**src/hdl/cgfr_pkg.sv**
```systemverilog
// ----------------------------------------------------------------------------
// cgfr_pkg: shared types and codes of the CAN gateway filter and rewriter
// Command and status codes, and the item types of the input and result channels.
// ----------------------------------------------------------------------------
package cgfr_pkg;

	typedef enum logic [2:0] {
		CMD_FRAME    = 3'd0,
		CMD_DROP_ADD = 3'd1,
		CMD_DROP_DEL = 3'd2,
		CMD_REP_LOAD = 3'd3,
		CMD_LOG_LOAD = 3'd4
	} cmd_t;

	localparam logic [1:0] ST_DONE    = 2'd0;
	localparam logic [1:0] ST_PRESENT = 2'd1;
	localparam logic [1:0] ST_ABSENT  = 2'd2;
	localparam logic [1:0] ST_FULL    = 2'd3;

	typedef struct packed {
		logic [2:0]  command;
		logic [31:0] frame_id;
		logic        from_second_bus;
		logic [63:0] payload;
		logic [31:0] skip_limit;
		logic [31:0] send_limit;
		logic [63:0] change_mask;
	} in_item_t;

	typedef struct packed {
		logic [1:0]  status;
		logic        forward_valid;
		logic        dest_second_bus;
		logic [31:0] out_id;
		logic [63:0] out_payload;
		logic        replaced;
		logic        log_valid;
	} out_item_t;

endpackage

```
**src/hdl/cgfr_in_if.sv**
```systemverilog
// ----------------------------------------------------------------------------
// cgfr_in_if: input item channel
// Valid and ready handshake carrying one command or frame item.
// ----------------------------------------------------------------------------
interface cgfr_in_if;
	import cgfr_pkg::*;
	logic     valid;
	logic     ready;
	in_item_t data;
	modport source (output valid, output data, input ready);
	modport sink (input valid, input data, output ready);
endinterface

```
**src/hdl/cgfr_front.sv**
```systemverilog
// ----------------------------------------------------------------------------
// cgfr_front: input stage and item queue
// Takes input items into a short queue from which the table engine pulls them.
// ----------------------------------------------------------------------------
module cgfr_front (
	input  logic               clk,
	input  logic               arst_n,
	cgfr_in_if.sink            in_ch,
	output cgfr_pkg::in_item_t q_data,
	output logic               q_valid,
	input  logic               q_pop
);
	import cgfr_pkg::*;

	in_item_t   mem_q [2];
	logic       wr_q, rd_q;
	logic [1:0] cnt_q;
	logic       push;

	assign in_ch.ready = (cnt_q != 2'd2);
	assign push = in_ch.valid && in_ch.ready;
	assign q_valid = (cnt_q != 2'd0);
	assign q_data = mem_q[rd_q];

	always_ff @(posedge clk) begin
		if (push) begin
			mem_q[wr_q] <= in_ch.data;
		end
	end

	always_ff @(posedge clk or negedge arst_n) begin
		if (!arst_n) begin
			wr_q <= 1'b0;
			rd_q <= 1'b0;
			cnt_q <= 2'd0;
		end else begin
			if (push) wr_q <= ~wr_q;
			if (q_pop) rd_q <= ~rd_q;
			cnt_q <= cnt_q + {1'b0, push} - {1'b0, q_pop};
		end
	end
endmodule

```
**src/flat_wrapper.sv**
```systemverilog
// flat-port wrapper written by rule: the top's interface ports become plain ports
module cgfr_front_flat import cgfr_pkg::*;
  (clk, arst_n, q_data, q_valid, q_pop, in_ch_valid, in_ch_data, in_ch_ready);
  cgfr_in_if in_ch_i ();
  input  logic clk;
  input  logic arst_n;
  output cgfr_pkg::in_item_t q_data;
  output logic q_valid;
  input  logic q_pop;
  input wire logic [$bits(in_ch_i.valid)-1:0] in_ch_valid;
  input wire logic [$bits(in_ch_i.data)-1:0] in_ch_data;
  output wire logic [$bits(in_ch_i.ready)-1:0] in_ch_ready;
  assign in_ch_i.valid = in_ch_valid;
  assign in_ch_i.data = in_ch_data;
  assign in_ch_ready = in_ch_i.ready;
  cgfr_front u_core (.clk(clk), .arst_n(arst_n), .in_ch(in_ch_i), .q_data(q_data), .q_valid(q_valid), .q_pop(q_pop));
endmodule
```
**config.mk**
```make
export PLATFORM = sky130hd
export DESIGN_NAME = cgfr_front_flat
export DESIGN_NICKNAME = d
export VERILOG_FILES = /design/src/hdl/cgfr_pkg.sv /design/src/hdl/cgfr_in_if.sv /design/src/hdl/cgfr_front.sv /design/src/flat_wrapper.sv
export SDC_FILE = /design/constraint.sdc
export NUM_CORES = 1
export LEC_CHECK = 0
export BUFFER_PORTS_ARGS = -buffer_cell sky130_fd_sc_hd__buf_2
export CAP_MARGIN = 5
export CORE_MARGIN = 2
export CORE_UTILIZATION = 35
export DETAILED_ROUTE_END_ITERATION = 8
export GPL_TIMING_DRIVEN = 0
export PLACE_DENSITY_LB_ADDON = 0.12
export SETUP_SLACK_MARGIN = 0.05
export SLEW_MARGIN = 0
export SYNTH_ARGS = -nofsm -noshare
export SYNTH_HDL_FRONTEND = slang
export SYNTH_SLANG_ARGS = --single-unit
```
**constraint.sdc**
```tcl
create_clock -name clk -period 13.7 [get_ports clk]
set_input_delay 2.74 -clock clk [delete_from_list [all_inputs] [get_ports clk]]
set_output_delay 2.74 -clock clk [all_outputs]
set_load 0.01 [all_outputs]
```
### Word level (Yosys, flattened, before mapping)

Memories as Yosys holds them, arrays and structs flattened.
Cells that the tools add are included.

* register bits after elaboration: 4
* bits in writable memories: 456
* bits of input ports: 232
* output and inout bits: 230
* logic and storage cells: 13
* memories: 1

* add/sub/neg operators: 2
* equality and inequality tests: 1
* multiplexer cells: 2
* bitwise gates (word level): 2
* reduce and logical (&&, ||, !) cells: 2

Memory list
* u_core.mem_q: words 2, width 228, rd ports 1, clocked after memory_dff 0, write ports 1, RTL line cgfr_front.sv:15 `in_item_t mem_q [2];`

Operators by type and width (count)
* adder 2 x 1 -> 2 bit: 1
* two-way mux 1 bit: 2
* inequality test 2 bit, second input constant: 1
* inverter 1 bit: 2
* nonzero test 2 bit: 1
* subtractor 2 x 1 -> 2 bit: 1
* logical AND 1 bit: 1

### Depth between registers and ports, before layout

* depth in word-level cells: 4
* gate-level depth with buffers: 5
* depth with buffers taken out: 5

### Worst setup path after synthesis

OpenSTA, ideal clock, no wires.

* path type: input to register
* from: input in_ch_valid
* to: memory u_core.mem_q[0][0] (netlist bit) (enable)
* setup time: 821 ps
* arrival: 12292 ps
* required time: 12879 ps
* path slack: 587 ps
* cell stages on the path: 2
* path buffers: 0
* cell sequence: nand2_1 > nor2_1

* longest elaborated chain between the ends: 3

Ends and longest elaborated chain
* start, declared: RTL line flat_wrapper.sv:10 `input wire logic [$bits(in_ch_i.valid)-1:0] in_ch_valid;`
* logical AND 1 bit: RTL line cgfr_front.sv:21 `assign push = in_ch.valid && in_ch.ready;`
* two-way mux 1 bit: RTL line cgfr_front.sv:26 `if (push) begin`
* two-way mux 1 bit (implied by the code): RTL line cgfr_front.sv:27 `mem_q[wr_q] <= in_ch.data;`
* end, declared: RTL line cgfr_front.sv:15

No other way between the ends.

==> results.sh <==
export IMPL_cts_tree="yes"
export IMPL_hp_class="reg2reg"
export IMPL_place_hpwl_um=27540
export IMPL_synth_avg_cell_area_um2=23.01
export IMPL_final_nets=1486
export IMPL_worstPathRequired_ns=10.96
export IMPL_cp_max_fo=10
export IMPL_status="completed"
export IMPL_final_common_cell="buf_2"
export IMPL_clk_pin_slew_worst_paths_ns=0.06
export IMPL_slew_headroom_pct=43.91
export IMPL_crit_arrival_ns=1.94
export IMPL_ctsHoldBuffers=0
export IMPL_ys_seq_area_share_pct=82.45
export IMPL_routed_via_density=4.556
export IMPL_ys_types=17
export IMPL_post_cts_buffers=0
export IMPL_clock_latency_ns=0.57
export IMPL_crit_buf_inv=3
export IMPL_setup_viol=0
export IMPL_grt_pass1_vias=9239
export IMPL_design_area_um2=21620
export IMPL_boundaryPins=462
export IMPL_synth_seq_cells=460
export IMPL_antenna_left=0
export IMPL_period_share_pct=34.16
export IMPL_fin_crit_ns=4.680
export IMPL_gp_congestion=0.7266
export IMPL_path_class="reg2out"
export IMPL_io_buffers=461
export IMPL_finalNonFillerCells=1906
export IMPL_hold_viol=0
export IMPL_drv_cap=0
export IMPL_maxSlewViolCount=0
export IMPL_drc=0
export IMPL_start_kind="flop"
export IMPL_post_route_util_pct=45.56
export IMPL_htree_num_levels=2
export IMPL_crit_start="u_core.rd_q"
export IMPL_vdd_drop_max_v=0.0001105
export IMPL_grt_first_pass_wirelength_um=56890
export IMPL_fmax_ghz=0.2137
export IMPL_final_cell_mix="462 x buf_2, 456 x edfxtp_1, 228 x mux2_2"
export IMPL_critPathSlowestCell="dfrtp_1"
export IMPL_fp_dieH_um=222.6
export IMPL_finClkSkew_ns=0.006830
export IMPL_drtPass1Iterations=4
export IMPL_grt_max_degree=58
export IMPL_cp_top_family="buffers and inverters"
export IMPL_die_w_um=222.6
export IMPL_cts_resized=0
export IMPL_cts_buffers=49
export IMPL_p_per_area_nw_per_um2=215.7
export IMPL_p_leak_uw=0.008037
export IMPL_coreArea_um2=47450
export IMPL_overflow=0
export IMPL_syn_area_um2=16730
export IMPL_post_dp_cell_area_um2=20160
export IMPL_worstHoldStart="u_core.wr_q"
export IMPL_crit_chain="buf_6, buf_6, mux2_2, buf_2"
export IMPL_rsz0062_at_grt="no"
export IMPL_max_clock_path_buffers=3
export IMPL_crit_path_frequent_cell="buf_6"
export IMPL_syn_nets=960
export IMPL_vias=8683
export IMPL_grt_util_all_layers_pct=15.34
export IMPL_num_rows=80
export IMPL_syn_to_final_growth_pct=29.21
export IMPL_drive_gt1_share_pct=61.59
export IMPL_drt_iter0_markers=351
export IMPL_cts_root_buf="clkbuf_16"
export IMPL_dieArea_um2=49560
export IMPL_wl_um=38580
export IMPL_syn_instance_count=727
export IMPL_dp_cells=1817
export IMPL_synth_warnings=0
export IMPL_start_util_pct=35.26
export IMPL_endpoint_kind="output pin"
export IMPL_tightest_slew_ns=0.8393
export IMPL_cpPeakStageDelay_ns=0.42
export IMPL_r2r_start="u_core.cnt_q[1]"
export IMPL_clock_sinks=460
export IMPL_antenna_found_initial=15
export IMPL_wire_per_inst_um=20.24
-- cell type report --
cell class	count	area [um^2]
multi-input combinational	241	2674
antenna	5	12.51
tap	615	769.5
clock inverter	22	127.6
timing repair buffer	475	2648
clock buffer	62	1318
fill	4269	25830
buffer	25	271.5
inverter	1	3.754
sequential	460	13790
-- kinds of logic after synthesis --
logic type	after synthesis	share of synthesized area, %
xor+xnor	4	0.2094
buf+inv	26	1.645
flops	460	82.45
fa+ha+maj	1	0.07478
simple gates	7	0.2170
mux	229	15.41
-- synthesized netlist by cell type --
| cell type | n | area share [%] |
|---|---|---|
| nor2b_1 | 1 | 0.037 |
| xor2_1 | 2 | 0.10 |
| ha_1 | 1 | 0.075 |
| mux2i_1 | 1 | 0.060 |
| inv_1 | 1 | 0.022 |
| or2_2 | 1 | 0.037 |
| buf_2 | 1 | 0.030 |
| buf_4 | 1 | 0.045 |
| xnor2_1 | 2 | 0.10 |
| mux2_2 | 228 | 15 |
| edfxtp_1 | 456 | 82 |
| buf_6 | 23 | 1.5 |
| and3_1 | 1 | 0.037 |
| nand2b_1 | 1 | 0.037 |
| nand2_1 | 2 | 0.045 |
| nor2_1 | 1 | 0.022 |
| dfrtp_1 | 4 | 0.60 |
-- stage by stage --
step	hold slack [ns]	setup TNS, ns	total power, uW	setup slack (ns)
2_1_floorplan	0.4604	0	2967	0.5869
3_3_place_gp	0.4798	-1469.32	3644	-6.470
3_5_place_dp	0.5461	0	3529	8.577
4_1_cts	0.5599	0	4755	8.897
5_1_grt	0.5866	0	4909	8.892
6_report	0.5584	0	4663	9.020
-- state kept, by name, summed over array words and instances, names as in the netlist --
| signal | flops |
|---|---|
| u_core.mem_q | 456 |
| u_core.wr_q | 1 |
| u_core.cnt_q | 2 |
| u_core.rd_q | 1 |
-- path summary, 6_finish.rpt --
kind,to,cells past startpoint,slack (ns)
hold / removal,u_core.wr_q,1,0.56
max in group asynchronous,u_core.cnt_q[0],1,11.58
setup / recovery,q_data[145],4,9.02
min in group asynchronous,u_core.rd_q,1,1.98
setup reg to reg,u_core.mem_q[0][21],8,10.99
hold reg to reg,u_core.wr_q,1,0.56
-- report_power, final --
part | internal [uW] | switching [uW] | total, uW
combinational | 679 | 806 | 1480
sequential | 1920 | 57.5 | 1970
clock | 693 | 512 | 1200
total | 3290 | 1380 | 4660
-- layer usage --
metal	GRT usage [%]	part of all wire, %	vias up
met5	0	0.27	-
met4	5.521	2.1	18
met3	7.022	10	69
met2	24.80	48	313
met1	18.00	40	4307
li1	-	-	3976
(Power assumes the default switching activity.)
